## config.mk

```make
export PLATFORM = sky130hd
export DESIGN_NAME = earliest_free_worker_assign_unit
export DESIGN_NICKNAME = d
export VERILOG_FILES = /design/src/hdl/efw_pkg.sv /design/src/hdl/earliest_free_worker_assign_unit.sv /design/src/hdl/efw_time_store.sv /design/src/hdl/efw_sched.sv
export VERILOG_INCLUDE_DIRS = /design/src /design/src/hdl
export SDC_FILE = /design/constraint.sdc
export NUM_CORES = 1
export LEC_CHECK = 0
export BUFFER_PORTS_ARGS = -buffer_cell sky130_fd_sc_hd__clkbuf_2
export CORE_ASPECT_RATIO = 2
export CORE_UTILIZATION = 50
export CTS_BUF_LIST = sky130_fd_sc_hd__clkbuf_16
export DETAILED_ROUTE_END_ITERATION = 8
export MAX_ROUTING_LAYER = met4
export PLACE_DENSITY = 0.71
export SYNTH_ARGS = -nofsm -noshare
export SYNTH_HDL_FRONTEND = slang
export SYNTH_HIERARCHICAL = 1
export SYNTH_SLANG_ARGS = --single-unit
```

## constraint.sdc

```tcl
create_clock -name clk -period 5.3 [get_ports clk]
set_input_delay 0.265 -clock clk [delete_from_list [all_inputs] [get_ports clk]]
set_output_delay 0.265 -clock clk [all_outputs]
set_load 0.005 [all_outputs]
```

## src/hdl/earliest_free_worker_assign_unit_macros.svh

```systemverilog
// assertion macros shared by the scheduler rtl
// no dependencies; expects clk and rst_n in the including module
`ifndef EARLIEST_FREE_WORKER_ASSIGN_UNIT_MACROS_SVH
`define EARLIEST_FREE_WORKER_ASSIGN_UNIT_MACROS_SVH

// same-cycle implication, quiet during reset
`define EFW_ASSERT_IMPL(label, ante, cons) \
  label: assert property (@(posedge clk) disable iff (!rst_n) (ante) |-> (cons)) \
    else $error("efw assertion failed");

// next-cycle implication, quiet during reset
`define EFW_ASSERT_NEXT(label, ante, cons) \
  label: assert property (@(posedge clk) disable iff (!rst_n) (ante) |=> (cons)) \
    else $error("efw assertion failed");

`endif

```

## src/hdl/efw_pkg.sv

```systemverilog
// shared types and constants for the earliest free worker scheduler
// no dependencies
package efw_pkg;

  localparam int DEF_MAX_WORKERS = 16;
  localparam int DEF_TIME_BITS   = 48;

  localparam int DUR_W    = 32;
  localparam int WORKER_W = 4;
  localparam int START_W  = 48;
  localparam int WCOUNT_W = 5;

  localparam logic [WCOUNT_W-1:0] WCOUNT_RST = 5'd16;

  // apb register map: one register at byte 0 on a 32-bit data bus
  localparam int CFG_ADDR_W = 3;
  localparam int CFG_DATA_W = 32;
  localparam logic REG_WORKER_COUNT = 1'b0;

  typedef struct packed {
    logic             new_batch;
    logic [DUR_W-1:0] duration;
  } in_word_t;

  typedef struct packed {
    logic [WORKER_W-1:0] worker;
    logic [START_W-1:0]  start_time;
  } out_word_t;

  // control strobes from the sequencer to the finish time store
  typedef struct packed {
    logic rd_en;
    logic wr_en;
    logic clear;
  } efw_mem_ctl_t;

endpackage

```

## src/hdl/earliest_free_worker_assign_unit.sv

```systemverilog
// top level of the earliest free worker scheduler: apb register, output register
// uses efw_pkg, efw_time_store and efw_sched
//
// Each input word carries a job duration and a new batch flag; the block picks
// the active worker whose finish time is smallest (lowest index wins a tie),
// returns that worker with its old finish time as the start time, and adds the
// duration to that finish time, saturating at 2^TIME_BITS-1. A new batch flag
// clears every finish time before the job. Register worker_count at byte 0
// sets the active workers; 0 acts as 1 and values above MAX_WORKERS act as
// MAX_WORKERS. Per job the sequencer accepts the word, then scans the n
// active workers: the single read port of the finish time memory yields one
// stored time per cycle to the one comparator, the read is registered so the
// last compare trails the last read, and the scan winds down before the
// update writes the new finish time; the result then waits until the
// output register is free. The next job is accepted while a finished result
// still waits in the output register.
// Finish times reset to zero through per-entry valid bits, so there is no
// clearing pass after reset.
module earliest_free_worker_assign_unit
  import efw_pkg::*;
#(
  parameter int MAX_WORKERS = DEF_MAX_WORKERS,
  parameter int TIME_BITS   = DEF_TIME_BITS
) (
  input  logic                  clk,
  input  logic                  rst_n,
  // job input channel
  input  logic                  in_valid,
  output logic                  in_ready,
  input  in_word_t              in_data,
  // result channel
  output logic                  out_valid,
  input  logic                  out_ready,
  output out_word_t             out_data,
  // apb configuration port
  input  logic                  psel,
  input  logic                  penable,
  input  logic                  pwrite,
  input  logic [CFG_ADDR_W-1:0] paddr,
  input  logic [CFG_DATA_W-1:0] pwdata,
  output logic [CFG_DATA_W-1:0] prdata,
  output logic                  pready
);

  localparam int IDX_W = (MAX_WORKERS > 1) ? $clog2(MAX_WORKERS) : 1;
  localparam int CNT_W = $clog2(MAX_WORKERS + 1);

  logic [WCOUNT_W-1:0]  wcount_r;
  logic [CNT_W-1:0]     active_cnt;
  logic                 reg_sel;
  logic                 out_valid_r;
  out_word_t            out_data_r;
  logic                 out_free;
  logic                 res_load;
  out_word_t            res_word;
  efw_mem_ctl_t         mem_ctl;
  logic [IDX_W-1:0]     rd_addr;
  logic [IDX_W-1:0]     wr_addr;
  logic [TIME_BITS-1:0] wr_data;
  logic [TIME_BITS-1:0] rd_data;

  // register decode: everything below byte 4 maps onto worker_count
  assign pready  = 1'b1;
  assign reg_sel = (paddr[CFG_ADDR_W-1] == REG_WORKER_COUNT);
  assign prdata  = reg_sel ? CFG_DATA_W'(wcount_r) : '0;

  always_ff @(posedge clk) begin
    if (!rst_n) begin
      wcount_r <= WCOUNT_RST;
    end else if (psel && penable && pwrite && reg_sel) begin
      wcount_r <= pwdata[WCOUNT_W-1:0];
    end
  end

  // clamp the register into 1 .. MAX_WORKERS
  always_comb begin
    if (wcount_r == '0) begin
      active_cnt = CNT_W'(1);
    end else if (32'(wcount_r) > 32'(MAX_WORKERS)) begin
      active_cnt = CNT_W'(MAX_WORKERS);
    end else begin
      active_cnt = CNT_W'(wcount_r);
    end
  end

  // output register, frees in the cycle its word is taken
  assign out_free  = !out_valid_r || out_ready;
  assign out_valid = out_valid_r;
  assign out_data  = out_data_r;

  always_ff @(posedge clk) begin
    if (!rst_n) begin
      out_valid_r <= 1'b0;
    end else if (res_load) begin
      out_valid_r <= 1'b1;
    end else if (out_ready) begin
      out_valid_r <= 1'b0;
    end
  end

  always_ff @(posedge clk) begin
    if (res_load) begin
      out_data_r <= res_word;
    end
  end

  efw_sched #(
    .MAX_WORKERS (MAX_WORKERS),
    .TIME_BITS   (TIME_BITS)
  ) u_sched (
    .clk        (clk),
    .rst_n      (rst_n),
    .active_cnt (active_cnt),
    .in_valid   (in_valid),
    .in_ready   (in_ready),
    .in_data    (in_data),
    .out_free   (out_free),
    .res_load   (res_load),
    .res_word   (res_word),
    .mem_ctl    (mem_ctl),
    .rd_addr    (rd_addr),
    .wr_addr    (wr_addr),
    .wr_data    (wr_data),
    .rd_data    (rd_data)
  );

  efw_time_store #(
    .MAX_WORKERS (MAX_WORKERS),
    .TIME_BITS   (TIME_BITS)
  ) u_store (
    .clk     (clk),
    .rst_n   (rst_n),
    .ctl     (mem_ctl),
    .rd_addr (rd_addr),
    .wr_addr (wr_addr),
    .wr_data (wr_data),
    .rd_data (rd_data)
  );

endmodule

```

## src/hdl/efw_time_store.sv

```systemverilog
// finish time memory, one write and one registered read port
// valid bit per entry so that reset and new batch clear at once; uses efw_pkg
module efw_time_store
  import efw_pkg::*;
#(
  parameter int MAX_WORKERS = DEF_MAX_WORKERS,
  parameter int TIME_BITS   = DEF_TIME_BITS,
  localparam int IDX_W      = (MAX_WORKERS > 1) ? $clog2(MAX_WORKERS) : 1
) (
  input  logic                 clk,
  input  logic                 rst_n,
  input  efw_mem_ctl_t         ctl,
  input  logic [IDX_W-1:0]     rd_addr,
  input  logic [IDX_W-1:0]     wr_addr,
  input  logic [TIME_BITS-1:0] wr_data,
  output logic [TIME_BITS-1:0] rd_data
);

  logic [TIME_BITS-1:0]   mem [MAX_WORKERS];
  logic [MAX_WORKERS-1:0] vld_r;
  logic [TIME_BITS-1:0]   rd_data_r;
  logic                   rd_vld_r;

  always_ff @(posedge clk) begin
    if (ctl.wr_en) begin
      mem[wr_addr] <= wr_data;
    end
  end

  always_ff @(posedge clk) begin
    if (ctl.rd_en) begin
      rd_data_r <= mem[rd_addr];
    end
  end

  always_ff @(posedge clk) begin
    if (!rst_n) begin
      vld_r    <= '0;
      rd_vld_r <= 1'b0;
    end else begin
      if (ctl.clear) begin
        vld_r <= '0;
      end else if (ctl.wr_en) begin
        vld_r[wr_addr] <= 1'b1;
      end
      if (ctl.rd_en) begin
        rd_vld_r <= vld_r[rd_addr];
      end
    end
  end

  // never written since reset or batch start reads as zero
  assign rd_data = rd_vld_r ? rd_data_r : '0;

endmodule

```

## src/hdl/efw_sched.sv

```systemverilog
// sequencer: serial minimum scan over the store, then saturating update
// uses efw_pkg and the assertion macros header
`include "earliest_free_worker_assign_unit_macros.svh"

module efw_sched
  import efw_pkg::*;
#(
  parameter int MAX_WORKERS = DEF_MAX_WORKERS,
  parameter int TIME_BITS   = DEF_TIME_BITS,
  localparam int IDX_W      = (MAX_WORKERS > 1) ? $clog2(MAX_WORKERS) : 1,
  localparam int CNT_W      = $clog2(MAX_WORKERS + 1)
) (
  input  logic                 clk,
  input  logic                 rst_n,
  input  logic [CNT_W-1:0]     active_cnt,
  input  logic                 in_valid,
  output logic                 in_ready,
  input  in_word_t             in_data,
  input  logic                 out_free,
  output logic                 res_load,
  output out_word_t            res_word,
  output efw_mem_ctl_t         mem_ctl,
  output logic [IDX_W-1:0]     rd_addr,
  output logic [IDX_W-1:0]     wr_addr,
  output logic [TIME_BITS-1:0] wr_data,
  input  logic [TIME_BITS-1:0] rd_data
);

  localparam logic [1:0] ST_IDLE = 2'd0;
  localparam logic [1:0] ST_SCAN = 2'd1;
  localparam logic [1:0] ST_UPD  = 2'd2;
  localparam logic [1:0] ST_DONE = 2'd3;

  logic [1:0]           state_r, state_nxt;
  logic [CNT_W-1:0]     issue_cnt_r, issue_cnt_nxt;
  logic                 pend_r, pend_nxt;
  logic [IDX_W-1:0]     cmp_idx_r, cmp_idx_nxt;
  logic [IDX_W-1:0]     best_idx_r, best_idx_nxt;
  logic [TIME_BITS-1:0] best_val_r, best_val_nxt;
  logic [DUR_W-1:0]     dur_r, dur_nxt;
  logic [TIME_BITS:0]   sum;
  logic                 accept;

  assign in_ready = (state_r == ST_IDLE);
  assign accept   = in_valid && in_ready;

  // the one adder, used only in the update step
  assign sum     = {1'b0, best_val_r} + (TIME_BITS + 1)'(dur_r);
  assign wr_data = sum[TIME_BITS] ? {TIME_BITS{1'b1}} : sum[TIME_BITS-1:0];
  assign wr_addr = best_idx_r;

  assign res_word.worker     = WORKER_W'(best_idx_r);
  assign res_word.start_time = START_W'(best_val_r);

  always_comb begin
    state_nxt     = state_r;
    issue_cnt_nxt = issue_cnt_r;
    pend_nxt      = 1'b0;
    cmp_idx_nxt   = cmp_idx_r;
    best_idx_nxt  = best_idx_r;
    best_val_nxt  = best_val_r;
    dur_nxt       = dur_r;
    mem_ctl       = '0;
    rd_addr       = issue_cnt_r[IDX_W-1:0];
    res_load      = 1'b0;
    case (state_r)
      ST_IDLE: begin
        if (accept) begin
          mem_ctl.clear = in_data.new_batch;
          dur_nxt       = in_data.duration;
          issue_cnt_nxt = '0;
          state_nxt     = ST_SCAN;
        end
      end
      ST_SCAN: begin
        // issue one read a cycle, compare the word that came back
        if (issue_cnt_r < active_cnt) begin
          mem_ctl.rd_en = 1'b1;
          pend_nxt      = 1'b1;
          cmp_idx_nxt   = issue_cnt_r[IDX_W-1:0];
          issue_cnt_nxt = issue_cnt_r + 1'b1;
        end else if (!pend_r) begin
          state_nxt = ST_UPD;
        end
        if (pend_r) begin
          if (cmp_idx_r == '0 || rd_data < best_val_r) begin
            best_idx_nxt = cmp_idx_r;
            best_val_nxt = rd_data;
          end
        end
      end
      ST_UPD: begin
        mem_ctl.wr_en = 1'b1;
        state_nxt     = ST_DONE;
      end
      ST_DONE: begin
        if (out_free) begin
          res_load  = 1'b1;
          state_nxt = ST_IDLE;
        end
      end
      default: begin
        state_nxt = ST_IDLE;
      end
    endcase
  end

  always_ff @(posedge clk) begin
    if (!rst_n) begin
      state_r <= ST_IDLE;
      pend_r  <= 1'b0;
    end else begin
      state_r <= state_nxt;
      pend_r  <= pend_nxt;
    end
  end

  always_ff @(posedge clk) begin
    issue_cnt_r <= issue_cnt_nxt;
    cmp_idx_r   <= cmp_idx_nxt;
    best_idx_r  <= best_idx_nxt;
    best_val_r  <= best_val_nxt;
    dur_r       <= dur_nxt;
  end

  `EFW_ASSERT_NEXT(a_accept_starts_scan, accept, state_r == ST_SCAN)
  `EFW_ASSERT_IMPL(a_issue_in_range, state_r == ST_SCAN, issue_cnt_r <= active_cnt)
  `EFW_ASSERT_IMPL(a_best_is_active, state_r == ST_UPD, best_idx_r < active_cnt)
  `EFW_ASSERT_NEXT(a_update_then_done, state_r == ST_UPD, state_r == ST_DONE)

endmodule

```

After elaboration in Yosys (flattened, before gate mapping)
Memory sizes are Yosys's and may differ from the RTL's. A register that Yosys moved wholly into a read port is not among the register bits.
Index checks and enable logic that the tools add are counted.
Cells by class
  muxes and demuxes: 28
  reductions and logical operators: 19
  bitwise logic cells: 3
  add/sub/neg operators: 2
  order comparisons: 6
  eq/ne operators: 8
Operators by type and width (number)
  $mux 48: 2
  $add 48x32->49: 1
  $lt 48x48->1: 1
  $mux 5: 5
  $or 16x16->16: 1
  $mux 1: 13
  $lt 4x5->1 const B: 2
  $pmux 5 s2: 1
  $mux 2: 4
  $ne 2x2->1 const B: 4
  $pmux 2 s4: 1
  $reduce_and 3->1: 2
  $add 5x1->5 const B: 1
  $gt 5x5->1 const B: 1
  $logic_and 1x1->1: 5
  $logic_not 5->1: 1
  $lt 5x5->1: 1
  $bmux 1 s4: 1
  $demux 1 s4: 1
  $eq 2x2->1 const B: 2
  $ge 4x1->1 const B: 1
  $logic_not 4->1: 1
  $reduce_and 2->1: 2
  $reduce_and 4->1: 1
  other kinds (8): 11
Storage, ports and cells
  flip-flop bits (word level): 171
  bits of input ports: 75
  memories kept: 1
  word-level logic and storage cells: 80
  output and inout bits: 87
  RAM bits: 768
Memories
  u_store.mem: words 16, bits a word 48, read ports 1, clocked after Yosys merged registers in 1, write ports 1, line efw_time_store.sv:19  | logic [TIME_BITS-1:0] mem [MAX_WORKERS];

Depth between registers and ports, before layout
  word-level depth: 6
  depth in mapped cells: 13
  mapped depth without buffers: 12

By module
The synthesis kept the hierarchy.
Modules (own cells, without submodules)
  efw_time_store: instances 1, seq. area each 24843.8 um2, area an instance 31321.3 um2, cells an instance 1241
  efw_sched: instances 1, seq. area each 2852.7 um2, area an instance 6801.5 um2, cells an instance 665
  earliest_free_worker_assign_unit: instances 1, seq. area each 1681.6 um2, area an instance 2112.0 um2, cells an instance 121

Least setup slack after synthesis
No wires, ideal clock.
  path type: register -> register
  from: register u_store.rd_vld_r
  to: register u_sched.best_val_r[0], enable pin
  buffers on the path: 1
  cell stages (with the launch flop): 12
  clock period less this slack: 5.090 ns
  path slack: 0.210 ns
  data required time: 4.821 ns
  setup time: 0.479 ns
  arrival: 4.611 ns
  cell sequence: dfxtp_1 > clkbuf_1 > and2_1 > ha_1 > a21o_1 > a211oi_1 > o21ai_0 > nor2_1 > o21ai_0 > a2111oi_0 > o31ai_1 > a21oi_1
On the way
  longest elaborated chain between the ends: 4
Ends and longest elaborated chain
  start, declared: line efw_time_store.sv:22  | logic rd_vld_r;
  start signal, assigned: line efw_time_store.sv:47  | rd_vld_r <= vld_r[rd_addr];
  $mux 48: line efw_time_store.sv:53  | assign rd_data = rd_vld_r ? rd_data_r : '0;
  net rd_data[9]: line earliest_free_worker_assign_unit.sv:60  | logic [TIME_BITS-1:0] rd_data;
  $lt 48x48->1: line efw_sched.sv:86  | if (cmp_idx_r == '0 || rd_data < best_val_r) begin
  $logic_or 1x1->1: line efw_sched.sv:86
  $reduce_and 3->1 (no line)
  end signal, assigned: line efw_sched.sv:122  | best_val_r <= best_val_nxt;
  end, declared: line efw_sched.sv:39  | logic [TIME_BITS-1:0] best_val_r, best_val_nxt;
The timed path passes the listed nets, and every way through them passes these cells.
A chain may end at the register's enable or synchronous reset.

Final worst setup path
  from: register u_store.rd_vld_r
  to: register u_sched.best_val_r[28], enable pin
The elaborated chain is that of the path after synthesis.

==> impl_results.md <==
- Outcome: finished, final reports clean
- Pin count of the biggest net entering global routing: 145
- Area after DPL: 41900 um2
- Post-CTS Setup Bufs: 0
- GP Congestion: 0.973
- Worst relative slew slack: 18.4%
- Largest cells by area after synthesis: edfxtp_1 (72%), mux4_2 (14%), ha_1 (2.7%), dfxtp_1 (1.3%), and2_1 (0.89%)
- GRT Total Usage: 24.4%
- TNS Setup: 0 ps
- Synth area leader: edfxtp_1
- Actual slew at the worst max-slew pin: 1220 ps
- WL per Instance: 28.5 um
- Synth top area share: 71.7%
- Post-Route WL: 94500 um
- Post-synth EDFFs: 961
- # rows: 146
- Core region area: 79500 um2
- Cts repair resizes: 0
- Vias: 20.3k
- CTS sink cnt: 987
- Ys flop type: edfxtp_1
- Setup crit end kind: flop
- Share of cells above drive strength 1: 24.4%
- RSZ-0062 raised after global routing: no
- Residual DRC: 0
- Hold Crit Class: input pin to flop
- TritonCTS clock tree: yes
- Critical Path RT: 5640 ps
- Final-report max-slew violation count: 0
- Synth Area in Simple Gates: 3.73%
- Final Hold Fails: 0
- Part of the Yosys area used for sequential elements: 73.0%
- Die Area: 81700 um2
- Final setup viols: 0
- Finished Core Util: 56.6%
- Die Y: 403 um
- Mux contribution to synthesized area: 14.0%
- Xor/xnor cell area share of the yosys netlist: 0.631%
- Synth Area in Adders: 2.79%
- Area delta synth->final: 11.9%
- Leak pwr: 15.1 nW
- Setup crit start kind: flop
- Final period utilization: 82.9%
- Starting density of the core: 50.6%
- Yosys warning total: 6
- Syn_area_per_cell: 19.8 um2
- Multi-input gate area: 10100 um2
- Clock Latency Late Sink: 670 ps
- Worst path arrival time: 4740 ps
- Complex-gate fraction of the synthesized area: 3.32%
- Post-synthesis register bit count: 987
- Max rail drop VDD: 0.000450 V
- Vias in the first global route: 20.8k
- Clock slew at reported path FFs: 70 ps
- Library cells used by synthesis: 78
- Final instance area: 45000 um2
- GRT overflow: 0
- Total CTS buffers: 81
- # port buffers: 104
- Fill count: 5826
- Final Critical Period: 4390 ps
- CTS root buf: clkbuf_16
- CTS Buffer Depth: 3
- Initial DRC Count: 1962
- Initial antenna violation count: 3
- Fin nets: 2373
- Detailed placement HPWL: 55400 um
- Cell area after synthesis: 40200 um2
- Register Area: 29400 um2
- Post-Synthesis Cells: 2027
- Via/cell ratio: 6.11
- Worst Path Max Fanout: 32
- Die Width: 203 um
- Setup CP Type: flop to flop
- F_max: 228 MHz
- First-pass GRT wire length: 138000 um
- Largest family of logic cells by synthesized area: multiplexers
- IO Pins: 162
- Max Cap Viol: 0
- ANT nets after route: 0
- Clock Skew: 24.4 ps
- FFs w/ async S/R, synth: 0%
- Drt first pass iters: 6
- PwrDens: 484 nW/um2
- H-tree Lvls: 3
==> cells by family after synthesis <==
| kind of cell | after synthesis |
|---|---|
| compound gates | 194 |
| other cells | 2 |
| flops | 987 |
| fa+ha+maj | 89 |
| buf+inv | 180 |
| simple gates | 287 |
| mux | 259 |
| xor+xnor | 29 |
==> final cells by class <==
type / instances / share of cell area (%)
well taps: 1036 / 2.88
clock buffers: 84 / 4.67
repair buffers: 188 / 2.94
flip-flops and latches: 987 / 65.3
multi-input cells: 886 / 22.4
diodes: 2 / 0.0111
inverters: 65 / 0.542
clock inverters: 66 / 1.30
==> flip-flops by register name, summed over array words and instances (netlist names), 2 cells and up <==
name and flops:
wcount_r 5, u_sched/dur_r 32, out_data 52, u_sched/wr_addr 4
u_sched/state_r 2, u_sched/issue_cnt_r 5, u_store/rd_data_r 48, u_sched/cmp_idx_r 4
u_sched/best_val_r 48, u_store/vld_r 16, u_store/mem 768
==> routing by layer <==
metal / share of wire (%) / track usage (%)
met5: 0 / -
met1: 37 / 29.1
met4: 3.4 / 9.09
met2: 54 / 42.2
met3: 5.8 / 3.21
==> Yosys cell counts (12+ instances only) <==
| library cell | number |
|---|---|
| nor2_1 | 43 |
| inv_1 | 65 |
| a21oi_1 | 58 |
| xor2_1 | 15 |
| edfxtp_1 | 961 |
| dfxtp_1 | 26 |
| nand4_1 | 18 |
| nor2b_1 | 12 |
| and2_1 | 57 |
| buf_6 | 23 |
| mux4_2 | 242 |
| xnor2_1 | 14 |
| ha_1 | 88 |
| nand2_1 | 79 |
| clkbuf_1 | 29 |
| a21o_1 | 26 |
| o21a_1 | 19 |
| nand3_1 | 21 |
| o21ai_0 | 26 |
| buf_2 | 16 |
| buf_4 | 37 |
==> layout by cell type, fill, tap and decap left out, types with 9 or more instances in the layout <==
cell and count:
nand2_1 79, edfxtp_1 961, nand4_1 18, mux4_2 242
xnor2_1 14, nor2b_1 12, a211oi_1 9, mux2i_1 10
clkbuf_16 84, bufinv_16 9, o21ai_0 25, clkbuf_2 104
a21oi_1 57, inv_1 83, dlygate4sd3_1 38, nor2_1 31
dfxtp_1 25, a21o_1 26, nor2_4 12, xor2_1 15
nand3_1 21, conb_1 28, o21a_1 19, ha_1 88
buf_4 40, clkinv_1 11, and2_1 55
==> metrics by stage <==
| stage | hold WS, ps | std cells | total power, W | setup slack, ps |
|---|---|---|---|---|
| after floorplan | 364 | 2053 | 0.0143 | 210 |
| after global placement | 430 | 3124 | 0.0157 | 1160 |
| after CTS | 13.7 | 3312 | 0.0220 | 996 |
| after global routing | 77.7 | 3314 | 0.0226 | 794 |
| final | 60.5 | 3314 | 0.0218 | 907 |
| after detailed placement | 444 | 3124 | 0.0159 | 946 |
==> worst max-delay path, stage by stage (launching register included) <==
cell and delay, ps:
dfxtp_2 760, buf_4 390, and2_1 200, ha_1 250, nor2b_1 130, o21ai_0 560, o211ai_1 190, a2111oi_0 700
o31ai_1 270, a21oi_4 240, buf_4 340
==> report_power, final <==
part | internal (W) | total [W] | switching, W | leakage (nW)
combinational | 0.00239 | 0.00552 | 0.00313 | 4.74
sequential | 0.00989 | 0.0101 | 0.000254 | 8.96
clock | 0.00335 | 0.00613 | 0.00278 | 1.37
total | 0.0156 | 0.0218 | 0.00617 | 15.1
==> path summary, 6_finish.rpt <==
kind                    start  slack (ps)                      to  cells past startpoint
min reg2reg       wcount_r[0]         470             wcount_r[0]                      2
max          u_store/rd_vld_r         910  u_sched/best_val_r[28]                     10
min                     rst_n          60      u_sched/state_r[0]                      2
max reg2reg  u_store/rd_vld_r         910  u_sched/best_val_r[28]                     10
==> what timing repair did <==
item,in CTS,in global routing
setup endpoints to repair,0,0
hold buffers,38,0
hold endpoints to repair,38,0
Power figures use the tool's default switching activity.
